===== src/rtl/core/esc_dec_pkg.sv =====
// Shared types and constants for the escape sequence decoder.
package esc_dec_pkg;

    localparam logic [2:0] PH_PLAIN  = 3'd0;
    localparam logic [2:0] PH_BSLASH = 3'd1;
    localparam logic [2:0] PH_HEX0   = 3'd2;
    localparam logic [2:0] PH_HEX1   = 3'd3;
    localparam logic [2:0] PH_OCT1   = 3'd4;
    localparam logic [2:0] PH_OCT2   = 3'd5;

    localparam logic [1:0] KIND_BYTE = 2'd0;
    localparam logic [1:0] KIND_END  = 2'd1;
    localparam logic [1:0] KIND_ERR  = 2'd2;

    localparam logic [7:0] TERM_RESET = 8'h22;

    localparam logic [7:0] CH_NUL    = 8'h00;
    localparam logic [7:0] CH_BSLASH = 8'h5C;
    localparam logic [7:0] CH_0      = 8'h30;
    localparam logic [7:0] CH_7      = 8'h37;
    localparam logic [7:0] CH_9      = 8'h39;
    localparam logic [7:0] CH_LA     = 8'h61;
    localparam logic [7:0] CH_LF     = 8'h66;
    localparam logic [7:0] CH_UA     = 8'h41;
    localparam logic [7:0] CH_UF     = 8'h46;
    localparam logic [7:0] CH_LX     = 8'h78;
    localparam logic [7:0] CH_UX     = 8'h58;
    localparam logic [7:0] CH_LB     = 8'h62;
    localparam logic [7:0] CH_LN     = 8'h6E;
    localparam logic [7:0] CH_LR     = 8'h72;
    localparam logic [7:0] CH_LT     = 8'h74;
    localparam logic [7:0] CH_LV     = 8'h76;

    localparam logic [7:0] VAL_BEL = 8'h07;
    localparam logic [7:0] VAL_BS  = 8'h08;
    localparam logic [7:0] VAL_FF  = 8'h0C;
    localparam logic [7:0] VAL_NL  = 8'h0A;
    localparam logic [7:0] VAL_CR  = 8'h0D;
    localparam logic [7:0] VAL_TAB = 8'h09;
    localparam logic [7:0] VAL_VT  = 8'h0B;

    localparam int QDEPTH   = 4;
    localparam int Q_PTR_W  = $clog2(QDEPTH);
    localparam int Q_CNT_W  = $clog2(QDEPTH + 1);

    typedef struct packed {
        logic [7:0] data;
        logic [1:0] kind;
        logic       last;
    } result_t;

endpackage


===== src/rtl/core/escape_sequence_decoder.sv =====
// Top level of the escape sequence decoder: input stage, decode logic and result queue.
//
//   channel  direction  signals                                   moves
//   in       sink       in_valid, in_ready, in_byte               one source byte per item
//   out      source     out_valid, out_ready, out_byte,           one result per item
//                       out_kind, last
//   cfg      sink       cfg_valid, cfg_ready, terminator_char     terminator register write
//
// An accepted byte is held in the input register, is decoded there and its zero,
// one or two results are written into a four-entry result queue in the same cycle.
// One byte per cycle is sustained while each byte gives at most one result and out_ready
// is high; a byte with two results leaves as two items. The input register advances only
// when the queue has room for two results. Reset clears the queue, the input register, the
// escape state and sets the terminator to a double quote. The config port never stalls.
module escape_sequence_decoder
    import esc_dec_pkg::*;
(
    input  logic       clk,
    input  logic       rst_n,
    input  logic       in_valid,
    output logic       in_ready,
    input  logic [7:0] in_byte,
    output logic       out_valid,
    input  logic       out_ready,
    output logic [7:0] out_byte,
    output logic [1:0] out_kind,
    output logic       last,
    input  logic       cfg_valid,
    output logic       cfg_ready,
    input  logic [7:0] terminator_char
);

    logic [7:0]         term_reg;
    logic               s1_valid_reg;
    logic [7:0]         s1_byte_reg;
    logic [2:0]         phase_reg;
    logic [2:0]         phase_next;
    logic [7:0]         value_reg;
    logic [7:0]         value_next;
    result_t            queue_reg [QDEPTH];
    logic [Q_PTR_W-1:0] wr_ptr_reg;
    logic [Q_PTR_W-1:0] rd_ptr_reg;
    logic [Q_CNT_W-1:0] count_reg;
    logic [Q_CNT_W-1:0] count_next;

    logic               s1_advance;
    logic               pop;
    logic [1:0]         push_n;
    logic [7:0]         c;
    logic               is_hex;
    logic               is_oct;
    logic [3:0]         hex_val;
    logic               emit_a;
    logic [7:0]         a_data;
    logic [1:0]         a_kind;
    logic               run_plain;
    logic               p_emit;
    logic [7:0]         p_data;
    logic [1:0]         p_kind;
    logic [2:0]         p_phase;
    result_t            res0;
    result_t            res1;
    result_t            head;

    assign cfg_ready  = 1'b1;
    assign s1_advance = s1_valid_reg && (count_reg <= Q_CNT_W'(QDEPTH - 2));
    assign in_ready   = !s1_valid_reg || s1_advance;
    assign pop        = out_valid && out_ready;
    assign c          = s1_byte_reg;

    always_comb
    begin
        is_oct  = (c inside {[CH_0:CH_7]});
        is_hex  = 1'b1;
        hex_val = c[3:0];
        if (c inside {[CH_0:CH_9]})
        begin
            hex_val = c[3:0];
        end
        else if (c inside {[CH_LA:CH_LF], [CH_UA:CH_UF]})
        begin
            hex_val = c[3:0] + 4'd9;
        end
        else
        begin
            is_hex = 1'b0;
        end
    end

    always_comb
    begin
        p_data = c;
        p_kind = KIND_BYTE;
        p_emit = 1'b1;
        p_phase = PH_PLAIN;
        if (c == CH_BSLASH)
        begin
            p_emit  = 1'b0;
            p_phase = PH_BSLASH;
        end
        else if (c == term_reg)
        begin
            p_data = CH_NUL;
            p_kind = KIND_END;
        end
    end

    always_comb
    begin
        emit_a     = 1'b0;
        a_data     = value_reg;
        a_kind     = KIND_BYTE;
        run_plain  = 1'b0;
        phase_next = phase_reg;
        value_next = value_reg;
        if (c == CH_NUL)
        begin
            emit_a     = 1'b1;
            a_data     = CH_NUL;
            a_kind     = KIND_ERR;
            phase_next = PH_PLAIN;
            value_next = 8'd0;
        end
        else
        begin
            case (phase_reg)
                PH_BSLASH:
                begin
                    phase_next = PH_PLAIN;
                    emit_a     = 1'b1;
                    case (c)
                        CH_LX, CH_UX:
                        begin
                            emit_a     = 1'b0;
                            phase_next = PH_HEX0;
                        end
                        CH_LA:   a_data = VAL_BEL;
                        CH_LB:   a_data = VAL_BS;
                        CH_LF:   a_data = VAL_FF;
                        CH_LN:   a_data = VAL_NL;
                        CH_LR:   a_data = VAL_CR;
                        CH_LT:   a_data = VAL_TAB;
                        CH_LV:   a_data = VAL_VT;
                        default:
                        begin
                            if (is_oct)
                            begin
                                emit_a     = 1'b0;
                                value_next = {5'd0, c[2:0]};
                                phase_next = PH_OCT1;
                            end
                            else
                            begin
                                a_data = c;
                            end
                        end
                    endcase
                end
                PH_HEX0:
                begin
                    if (is_hex)
                    begin
                        value_next = {4'd0, hex_val};
                        phase_next = PH_HEX1;
                    end
                    else
                    begin
                        emit_a     = 1'b1;
                        a_data     = CH_NUL;
                        run_plain  = 1'b1;
                        phase_next = p_phase;
                    end
                end
                PH_HEX1:
                begin
                    emit_a = 1'b1;
                    if (is_hex)
                    begin
                        value_next = {value_reg[3:0], hex_val};
                        a_data     = {value_reg[3:0], hex_val};
                        phase_next = PH_PLAIN;
                    end
                    else
                    begin
                        run_plain  = 1'b1;
                        phase_next = p_phase;
                    end
                end
                PH_OCT1:
                begin
                    if (is_oct)
                    begin
                        value_next = {value_reg[4:0], c[2:0]};
                        phase_next = PH_OCT2;
                    end
                    else
                    begin
                        emit_a     = 1'b1;
                        run_plain  = 1'b1;
                        phase_next = p_phase;
                    end
                end
                PH_OCT2:
                begin
                    emit_a = 1'b1;
                    if (is_oct)
                    begin
                        value_next = {value_reg[4:0], c[2:0]};
                        a_data     = {value_reg[4:0], c[2:0]};
                        phase_next = PH_PLAIN;
                    end
                    else
                    begin
                        run_plain  = 1'b1;
                        phase_next = p_phase;
                    end
                end
                default:
                begin
                    run_plain  = 1'b1;
                    phase_next = p_phase;
                end
            endcase
        end
    end

    always_comb
    begin
        res1 = '{data: p_data, kind: p_kind, last: 1'b1};
        if (emit_a)
        begin
            res0   = '{data: a_data, kind: a_kind, last: !(run_plain && p_emit)};
            push_n = (run_plain && p_emit) ? 2'd2 : 2'd1;
        end
        else
        begin
            res0   = '{data: p_data, kind: p_kind, last: 1'b1};
            push_n = (run_plain && p_emit) ? 2'd1 : 2'd0;
        end
        if (!s1_advance)
        begin
            push_n = 2'd0;
        end
    end

    assign count_next = count_reg + Q_CNT_W'(push_n) - Q_CNT_W'(pop);

    always_ff @(posedge clk or negedge rst_n)
    begin
        if (!rst_n)
        begin
            term_reg     <= TERM_RESET;
            s1_valid_reg <= 1'b0;
            phase_reg    <= PH_PLAIN;
            value_reg    <= 8'd0;
            wr_ptr_reg   <= '0;
            rd_ptr_reg   <= '0;
            count_reg    <= '0;
        end
        else
        begin
            if (cfg_valid)
            begin
                term_reg <= terminator_char;
            end
            if (in_ready)
            begin
                s1_valid_reg <= in_valid;
            end
            if (s1_advance)
            begin
                phase_reg <= phase_next;
                value_reg <= value_next;
            end
            wr_ptr_reg <= wr_ptr_reg + Q_PTR_W'(push_n);
            if (pop)
            begin
                rd_ptr_reg <= rd_ptr_reg + 1'b1;
            end
            count_reg <= count_next;
        end
    end

    always_ff @(posedge clk)
    begin
        if (in_valid && in_ready)
        begin
            s1_byte_reg <= in_byte;
        end
        if (push_n != 2'd0)
        begin
            queue_reg[wr_ptr_reg] <= res0;
        end
        if (push_n == 2'd2)
        begin
            queue_reg[wr_ptr_reg + 1'b1] <= res1;
        end
    end

    assign head      = queue_reg[rd_ptr_reg];
    assign out_valid = (count_reg != '0);
    assign out_byte  = head.data;
    assign out_kind  = head.kind;
    assign last      = head.last;

`ifndef SYNTHESIS
    a_count_bound: assert property (@(posedge clk) disable iff (!rst_n)
        count_reg <= Q_CNT_W'(QDEPTH))
        else $error("result queue count exceeds its depth");

    a_ptr_track: assert property (@(posedge clk) disable iff (!rst_n)
        (wr_ptr_reg - rd_ptr_reg) == count_reg[Q_PTR_W-1:0])
        else $error("result queue pointers disagree with the count");

    a_nul_resets: assert property (@(posedge clk) disable iff (!rst_n)
        (s1_advance && s1_byte_reg == CH_NUL) |=> (phase_reg == PH_PLAIN && value_reg == 8'd0))
        else $error("zero byte did not return the escape state to reset");

    a_nul_single: assert property (@(posedge clk) disable iff (!rst_n)
        (s1_advance && s1_byte_reg == CH_NUL) |-> (push_n == 2'd1 && res0.kind == KIND_ERR))
        else $error("zero byte must give exactly one error result");

    a_marker_zero: assert property (@(posedge clk) disable iff (!rst_n)
        (out_valid && out_kind != KIND_BYTE) |-> (out_byte == CH_NUL))
        else $error("end or error result carries a nonzero byte");
`endif

endmodule

===== config.mk =====
export PLATFORM = sky130hd
export DESIGN_NAME = escape_sequence_decoder
export DESIGN_NICKNAME = d
export VERILOG_FILES = /design/src/rtl/core/esc_dec_pkg.sv /design/src/rtl/core/escape_sequence_decoder.sv
export SDC_FILE = /design/constraint.sdc
export NUM_CORES = 1
export LEC_CHECK = 0
export BUFFER_PORTS_ARGS = -buffer_cell sky130_fd_sc_hd__buf_2
export CAP_MARGIN = 10
export CORE_AREA = 2 2 111 113
export CTS_CLUSTER_DIAMETER = 100
export CTS_CLUSTER_SIZE = 12
export DETAILED_ROUTE_END_ITERATION = 7
export DIE_AREA = 0 0 113 115
export PLACE_DENSITY = 0.64
export SLEW_MARGIN = 20
export SYNTH_ARGS = -nofsm -noshare
export SYNTH_HDL_FRONTEND = slang
export SYNTH_SLANG_ARGS = --single-unit

===== constraint.sdc =====
create_clock -name clk -period 4.6 [get_ports clk]
set_input_delay 0.23 -clock clk [delete_from_list [all_inputs] [get_ports clk]]
set_output_delay 0.23 -clock clk [all_outputs]
set_load 0.02 [all_outputs]

==> impl_metrics.toml, run 1 <==
[cells_and_area]
area_growth_pct = 11.9
fin_nets = 588
diodes = 0
largest_reg_flops = 44
drive_above_1_share_pct = 19.1
num-fill-cells = 1114

[detailed_routing]
vias = 4489
routed_wl_um = 14700
drtAntennaViolNets = 0
drt-pass1-iter-count = 7
drt_iter0_markers = 501
route.detailed.drc = 4
wl_per_cell_um = 20.8
post_drt_via_cell_ratio = 6.35

[logic_synthesis]
synth_edf_count = 44
syn_area_sq_um = 5220
synth_area_leaders = "edfxtp_1, dfrtp_1, mux4_2, nand2_1, o2bb2ai_1"
yosys_warnings = 0
synthCells = 529
avgSynthCellArea_sq_um = 9.87
synth_seq_area_share_pct = 41.4
synthFlopType = "edfxtp_1"
yosys.area.top_type_share_pct = 25.3
synth_nets = 562
async_flop_share_pct = 34.2
ys_ff_latch = 79
ys_types = 85
yosysTopAreaCell = "edfxtp_1"

[outcome]
violations = "design-rule violations"
run_status = "complete, but fails checks"

[sta]
worst_pin_slew_ps = 793
fmax_mhz = 250
fin_crit_sh_pct = 87.1
clock_skew_ps = 11.8
finalWorstSetupSlack_ps = 594
hold_viol = 0
setup_tns_ps = 0
setup_viol = 0
rsz0062_at_grt = "no"
slew_violations = 0
relSlewSlack_pct = 47.1
layout_min_cycle_time_ps = 4010

[worst_setup_path]
slowest_stage = "edfxtp_1"
cpLargestDelayFamily = "simple AND/OR/NAND/NOR gates"
crit_fanout = 9
crit_chain = "inv_1 > ha_1 > o21ba_2 > o21a_1 > nor2_1 > a222oi_1 > nor2_1 > ha_1 > nor2_1 > nand3b_1 > nor2_2 > and3_1 > and2_0 > nand2_1 > o21ai_0"
endpoint_kind = "flop"
critPathLaunchType = "flop"
critical_path_buf_inv_count = 1
worstPathArrival_ps = 4210
cpPeakStageDelay_ps = 460
path_class = "flop to flop"
crit_required_ps = 4810
cpMostUsedCell = "nor2_1"

[power]
p_per_area_nw_per_um2 = 504
p_switching_mw = 1.13
combPwrFrac_pct = 35.6
power_frac_seq_pct = 38.9
p_sw_share_pct = 38.4
ir_drop_v = 0.000225
intPower_mw = 1.81
p_leak_nw = 2.13
pwr-share-clk_pct = 25.5

[global_route]
grt_pass1_vias = 4341
grtUsageTotal_pct = 23.5
grt_max_degree = 28
antenna_found_initial = 0
grt_overflow = 0
grt_first_pass_wirelength_um = 23600

[clock_tree]
tritoncts = "yes"
clk_pin_slew_worst_paths_ps = 70
cts_inserted_buffers = 9
clock-sinks = 79
cts_root_buf = "clkbuf_16"
insertion_delay_ps = 350
htreeDepth = 3
clockBufferDepth = 2

[floorplan]
row_count = 40
core_sq_um = 11800
die_w_um = 113
die_h_um = 115
initial_core_util_pct = 44.2
dieArea_sq_um = 13000
num_io_pins = 35

[placement]
place_ws_ps = 441
place_congestion = 1.00
dp_hpwl_um = 10800
port_buffers = 33

[worst_hold_path]
hold_class = "input pin to flop"

[flow_run]
cap_violations = 0
==> final timing paths <==
| check | start | endpoint | slack [ps] | cells past startpoint |
|---|---|---|---|---|
| max in group asynchronous | rst_n | term_reg[3]$_DFFE_PN0P_ | 3690 | 2 |
| worst min register to register | queue_reg[3][0]$_SDFFE_PP1P_ | queue_reg[3][0]$_SDFFE_PP1P_ | 480 | 1 |
| worst max-delay path | c[1]$_DFFE_PP_ | queue_reg[0][7]$_DFFE_PP_ | 590 | 15 |
| worst max register to register | c[1]$_DFFE_PP_ | queue_reg[0][7]$_DFFE_PP_ | 590 | 15 |
| worst min-delay path | in_byte[4] | c[4]$_DFFE_PP_ | 50 | 1 |
| min in group asynchronous | rst_n | count_reg[0]$_DFF_PN0_ | 460 | 2 |
==> per-stage QoR <==
stage               util [%]  hold WS (ps)  instance area, sq um  power [mW]  instances
floorplan                  -         -65.6                  5220        1.89        529
global placement        46.6           295                  5510        2.17        688
detailed placement      46.6           302                  5510        2.20        688
CTS                     49.3          41.4                  5820        2.95        705
global route            49.5          40.3                  5840        3.12        707
finish                  49.5          48.0                  5840        2.94        707
==> repair_timing <==
item / CTS / global route
resized for setup: 0 / 1
buffers inserted: 0 / 2
hold endpoints to repair: 25 / 0
setup endpoints to repair: 0 / 7
hold buffers: 1 / 0
==> per-layer routing <==
metal | GRT usage [%] | vias up | share of wire [%]
met5 | 0 | - | 0
li1 | - | 2086 | -
met1 | 31.3 | 2150 | 42
met4 | 9.76 | 0 | 3.0
met3 | 4.80 | 39 | 7.6
met2 | 37.7 | 214 | 47
==> kinds of logic (layout without fill, tap and decap cells) <==
family | Yosys count | in the layout | share of synthesized area, %
AO/OA/AOI/OAI | 163 | 163 | 22.2
AND/OR/NAND/NOR | 183 | 183 | 18.8
multiplexers | 23 | 23 | 7.26
other | 1 | 1 | 0.0718
adder cells (fa/ha/maj) | 12 | 12 | 3.02
flip-flops | 79 | 79 | 41.4
buffers and inverters | 53 | 84 | 4.77
XOR/XNOR | 15 | 15 | 2.52
==> Yosys cell counts (4+ instances only) <==
| cell | instances |
|---|---|
| nand3_1 | 13 |
| nand2_1 | 64 |
| nor2_1 | 30 |
| a21oi_1 | 19 |
| buf_1 | 4 |
| o22ai_1 | 15 |
| edfxtp_1 | 44 |
| inv_1 | 15 |
| o211ai_1 | 5 |
| nor4_1 | 4 |
| o31ai_1 | 6 |
| and3_1 | 4 |
| o2bb2ai_1 | 19 |
| o21ai_0 | 33 |
| dfxtp_1 | 8 |
| mux4_2 | 11 |
| nand4_1 | 10 |
| xor2_1 | 12 |
| clkbuf_1 | 15 |
| mux2_2 | 9 |
| buf_2 | 11 |
| dfrtp_1 | 25 |
| o22a_1 | 4 |
| nand2b_1 | 8 |
| a221oi_1 | 5 |
| a31oi_1 | 4 |
| a22oi_1 | 5 |
| ha_1 | 11 |
| nor3_1 | 8 |
| or3_1 | 5 |
| nor2b_1 | 5 |
| a21o_1 | 8 |
| o21ai_1 | 4 |
| and2_1 | 4 |
==> layout make-up <==
| type | count | area (sq um) | area share [%] |
|---|---|---|---|
| tap | 147 | 184 | 3.15 |
| clock buffer | 11 | 243 | 4.16 |
| clock inverter | 5 | 65.1 | 1.11 |
| multi-input combinational | 397 | 2820 | 48.2 |
| inverter | 15 | 56.3 | 0.964 |
| timing repair buffer | 53 | 318 | 5.44 |
| sequential | 79 | 2160 | 37.0 |
==> cell usage in the layout (no fill, tap or decap), types with 4 or more instances in the layout <==
master and n:
mux2_2 9, nand4_1 10, dfxtp_1 8, nor3_1 8, o211ai_1 5, and3_1 4
o22ai_1 15, o21ai_0 33, nor2b_1 5, and2_1 4, nand2b_1 8, clkbuf_16 9
a22oi_1 5, ha_1 11, o21ai_1 4, a221oi_1 5, mux4_2 11, a21oi_1 19
nand2_1 64, o22a_1 4, buf_4 19, o31ai_1 6, edfxtp_1 44, xor2_1 12
dfrtp_1 25, a21o_1 8, inv_1 15, nand3_1 13, or3_1 5, nor4_1 4
buf_2 33, o2bb2ai_1 19, nor2_1 29, a31oi_1 4
==> power groups by stage <==
stage | clock (mW) | sequential [mW] | combinational (mW)
detailed placement | 0 | 1.17 | 1.03
floorplan | 0 | 1.01 | 0.872
finish | 0.750 | 1.15 | 1.05
CTS | 0.761 | 1.15 | 1.04
global route | 0.786 | 1.17 | 1.15
global placement | 0 | 1.16 | 1.01
Note: power is estimated with default switching activity, not from simulation.
==> run 2: changes to the inputs <==
Settings changed: CORE_AREA 2 2 111 113 to 2 2 80 158, DIE_AREA 0 0 113 115 to 0 0 82 160, PLACE_DENSITY 0.64 to 0.63.
==> run 2 against run 1 <==
The flow now finishes without violations; first-iteration DRC count up 15%; total power down 0.14%; flip-flop and latch count unchanged; fmax down 0.64%; non-clock buffer count down 5; worst hold slack better by 6.4 ps; combinational power about the same; via count up 1.4%; critical path type unchanged; cell count down 0.71%; highest routed layer unchanged; register-to-register slack worse by 30 ps.
==> impl_metrics.toml, run 2 (synthesis gave the netlist of run 1 again) <==
[outcome]
run_status = "finished clean"

[detailed_routing]
drt_iter0_markers = 578
route.detailed.drc = 0
wl_met3_um = 1020
drt-met1-wl_um = 5990
wl_per_cell_um = 21.2
vias = 4550
drtAntennaViolNets = 0
route.met2.wl_um = 7340
post_drt_via_cell_ratio = 6.48
routed_wl_um = 14900
drt-pass1-iter-count = 5
top_layer = "met4"

[worst_setup_path]
crit_required_ps = 4680
crit_fanout = 10
endpoint_kind = "flop"
path_class = "flop to flop"
critPathLaunchType = "flop"
worstPathArrival_ps = 4120

[sta]
slew_violations = 0
setup_tns_ps = 0
fmax_mhz = 248
setup_viol = 0
rsz0062_at_grt = "no"
finalWorstSetupSlack_ps = 568
clock_skew_ps = 8.08
hold_viol = 0
layout_min_cycle_time_ps = 4030
fin_crit_sh_pct = 87.6
worst_pin_slew_ps = 834
relSlewSlack_pct = 44.4

[power]
p_per_area_nw_per_um2 = 507
intPower_mw = 1.80
power_frac_seq_pct = 39.3
total_power_mw = 2.94
combPwrFrac_pct = 35.4
p_sw_share_pct = 38.9
p_leak_nw = 2.11
ir_drop_v = 0.000364
pwr-share-clk_pct = 25.3
p_switching_mw = 1.14

[global_route]
grt_max_degree = 28
grt_overflow = 0
grt_first_pass_wirelength_um = 23700
antenna_found_initial = 0
grt_pass1_vias = 4360
grtUsageTotal_pct = 23.9

[cells_and_area]
fin_util_pct = 48.4
mostFrequentLayoutCell = "nand2_1"
final_cell_mix = "nand2_1, edfxtp_1, o21ai_0, buf_2, nor2_1"
fin_nets = 583
diodes = 0
largest_reg_flops = 44
area_growth_pct = 11.0
drive_above_1_share_pct = 18.4
design_area_sq_um = 5800

[worst_hold_path]
hold_class = "input pin to flop"

[placement]
place_congestion = 0.954
place_ws_ps = 617
dp_hpwl_um = 10900
port_buffers = 33
placed_area_sq_um = 5480

[flow_run]
cap_violations = 0

[clock_tree]
cts_root_buf = "clkbuf_16"
ctsHoldBuffers = 1
tritoncts = "yes"
cts_inserted_buffers = 9
cts_resized = 0
clock-sinks = 79
clk_pin_slew_worst_paths_ps = 70
post-cts-setup-buffers = 0
insertion_delay_ps = 350
htreeDepth = 3
clockBufferDepth = 2

[floorplan]
num_io_pins = 35
die_w_um = 82
initial_core_util_pct = 43.6
dieArea_sq_um = 13100
row_count = 57
die_h_um = 160
core_sq_um = 12000
[run 2: area by class of cell]
cell class / count / area [sq um]
Fill cell: 1137 / 6180
Multi-Input combinational cell: 397 / 2810
Sequential cell: 79 / 2160
Timing Repair Buffer: 48 / 280
Clock buffer: 9 / 225
Tap cell: 147 / 184
Clock inverter: 7 / 78.8
Inverter: 15 / 56.3
[run 2: routing by layer]
layer	vias to the layer above	GRT usage [%]
met5	-	0
met3	50	3.50
li1	2080	-
met4	0	10.4
met1	2194	31.8
met2	226	37.9
[run 2: path summary, 6_finish.rpt]
path                                              startpoint                      endpoint  slack [ps]  cells after the start
worst max-delay path                          c[0]$_DFFE_PP_     queue_reg[3][7]$_DFFE_PP_         570                     14
worst max register to register                c[0]$_DFFE_PP_     queue_reg[3][7]$_DFFE_PP_         570                     14
min in group asynchronous                              rst_n        count_reg[2]$_DFF_PN0_         430                      2
max in group asynchronous                              rst_n       term_reg[0]$_DFFE_PN0P_        3770                      2
worst min register to register  queue_reg[3][0]$_SDFFE_PP1P_  queue_reg[3][0]$_SDFFE_PP1P_         470                      1
worst min-delay path                              in_byte[2]                c[2]$_DFFE_PP_          50                      1
[run 2: critical path: stages, from the launching register on]
cell	delay [ps]
edfxtp_1	450
buf_4	200
ha_1	250
or3b_4	400
and3_1	310
nor2_1	290
a222oi_1	140
nor2_1	130
ha_1	290
nor2_1	140
nand3b_1	190
nor2_1	120
a31oi_1	310
nand2b_1	380
o21ai_1	150
[run 2: power groups by stage]
stage                     Clock (mW)  Sequential, mW  Combinational, mW
after detailed placement           0            1.17               1.03
after CTS                      0.753            1.16               1.04
after global placement             0            1.16               1.03
after floorplan                    0            1.01              0.872
final                          0.744            1.16               1.04
after global routing           0.779            1.18               1.14
[run 2: stage by stage]
stage,hold WS (ps),std cells
finish,54.4,702
global route,47.7,702
CTS,51.3,702
detailed placement,280,685
global placement,269,685
floorplan,-65.6,529
==> run 3: changes to the inputs <==
Settings changed: MAX_ROUTING_LAYER set to met4.
==> run 3 against run 2 <==
Non-clock buffer count up 2; clock power grew 2.7%; fmax shrank 1.3%; total power is 0.69% higher; die area stayed put; core utilization increased by 0.19 points; critical path type unchanged.
==> impl_metrics.toml, run 3 (synthesis gave the netlist of run 1 again) <==
[outcome]
run_status = "finished clean"

[sta]
layout_min_cycle_time_ps = 4090
slew_violations = 0
setup_tns_ps = 0
setup_viol = 0
fmax_mhz = 245
relSlewSlack_pct = 39.2
fin_hold_ws_ps = 59.5
worst_pin_slew_ps = 903
rsz0062_at_grt = "no"
finalWorstSetupSlack_ps = 513
hold_viol = 0
clock_skew_ps = 12.9
fin_crit_sh_pct = 88.8

[detailed_routing]
wl_per_cell_um = 21.5
vias = 4567
route.detailed.drc = 0
post_drt_via_cell_ratio = 6.49
drt-pass1-iter-count = 5
routed_wl_um = 15100
drtAntennaViolNets = 0
drt_iter0_markers = 644

[clock_tree]
clk_pin_slew_worst_paths_ps = 70
cts_resized = 0
clock-sinks = 79
insertion_delay_ps = 350
cts_root_buf = "clkbuf_16"
post-cts-setup-buffers = 0
cts_inserted_buffers = 9
htreeDepth = 3
clockBufferDepth = 2
tritoncts = "yes"

[placement]
placed_cells = 687
place_ws_ps = 611
place_congestion = 0.993
port_buffers = 33
placed_area_sq_um = 5500
dp_hpwl_um = 11000

[cells_and_area]
mostFrequentLayoutCell = "nand2_1"
instances_no_fill = 704
final_cell_mix = "nand2_1, edfxtp_1, o21ai_0, buf_2, nor2_1"
drive_above_1_share_pct = 18.7
fin_util_pct = 48.6
area_growth_pct = 11.5
fin_nets = 585
design_area_sq_um = 5820
largest_reg_flops = 44
diodes = 0

[flow_run]
cap_violations = 0

[global_route]
grt_first_pass_wirelength_um = 24400
grtUsageTotal_pct = 25.3
met1_usage_pct = 34.7
grt_max_degree = 28
grt_use_met2_pct = 38.2
grt_pass1_vias = 4353
gr-max-usage-layer = "met2"
use_met3_pct = 3.90
antenna_found_initial = 0
grt_overflow = 0

[floorplan]
row_count = 57
initial_core_util_pct = 43.6
num_io_pins = 35
dieArea_sq_um = 13100
die_h_um = 160
die_w_um = 82
core_sq_um = 12000

[worst_setup_path]
r2r_end = "queue_reg[2][1]$_DFFE_PP_"
critPathLaunchType = "flop"
ff2ff_path_depth = 13
worstPathArrival_ps = 4140
crit_fanout = 9
r2r-start = "c[1]$_DFFE_PP_"
crit_required_ps = 4660
endpoint_kind = "flop"
r2r_setup_slack_ps = 510
path_class = "flop to flop"

[power]
p_per_area_nw_per_um2 = 509
p_leak_nw = 2.12
ir_drop_v = 0.000401
total_power_mw = 2.96

[worst_hold_path]
hold_path_end = "c[5]$_DFFE_PP_"
worstHoldStart = "in_byte[5]"
hold_class = "input pin to flop"
whs_path_depth = 1
[run 3: cell count changes in the layout (fill, tap and decap cells not counted), sizes merged]
cell	change
buf	+2
clkinv	-4
clkinvlp	+1
inv	+3
[run 3: worst max path at each step]
stage | slack (ps) | endpoint | from | depth (start not counted)
2_1_floorplan | 800 | queue_reg[2][10]$_DFFE_PP_ | c[0]$_DFFE_PP_ | 14
3_3_place_gp | 820 | queue_reg[3][8]$_DFFE_PP_ | c[1]$_DFFE_PP_ | 14
3_5_place_dp | 610 | queue_reg[2][1]$_DFFE_PP_ | c[1]$_DFFE_PP_ | 13
4_1_cts | 600 | queue_reg[2][10]$_DFFE_PP_ | c[1]$_DFFE_PP_ | 13
5_1_grt | 210 | queue_reg[2][8]$_DFFE_PP_ | c[1]$_DFFE_PP_ | 13
6_report | 510 | queue_reg[2][1]$_DFFE_PP_ | c[1]$_DFFE_PP_ | 13
[run 3: what timing repair did]
item                                    in CTS  in global routing
hold buffers                                 1                  0
endpoints found under the setup margin       0                  0
endpoints found under the hold margin       25                  0
[run 3: layer usage]
layer  up-vias  share of wire [%]
li1       2073                  -
met1      2209                 41
met2       244                 49
met3        41                6.7
met4         0                2.9
met5         -                  0
[run 3: critical path, stage by stage, from the launching register on]
cell,delay (ps)
edfxtp_1,380
inv_1,150
ha_1,370
or3b_4,440
and3_1,250
nor2_1,270
a222oi_1,140
nor2_1,130
ha_1,240
nor2_1,70
nor2_1,210
nand2_1,100
o21ai_0,740
buf_4,290
[run 3: final cells by class]
cell class	instances	area [sq um]
timing repair buffer	50	295
multi-input combinational	397	2810
tap	147	184
clock inverter	7	86.3
inverter	15	56.3
clock buffer	9	225
fill	1135	6160
sequential	79	2160
[run 3: power by group]
group	switching, mW	internal, mW
logic	0.612	0.429
registers	0.215	0.940
clock network	0.330	0.434
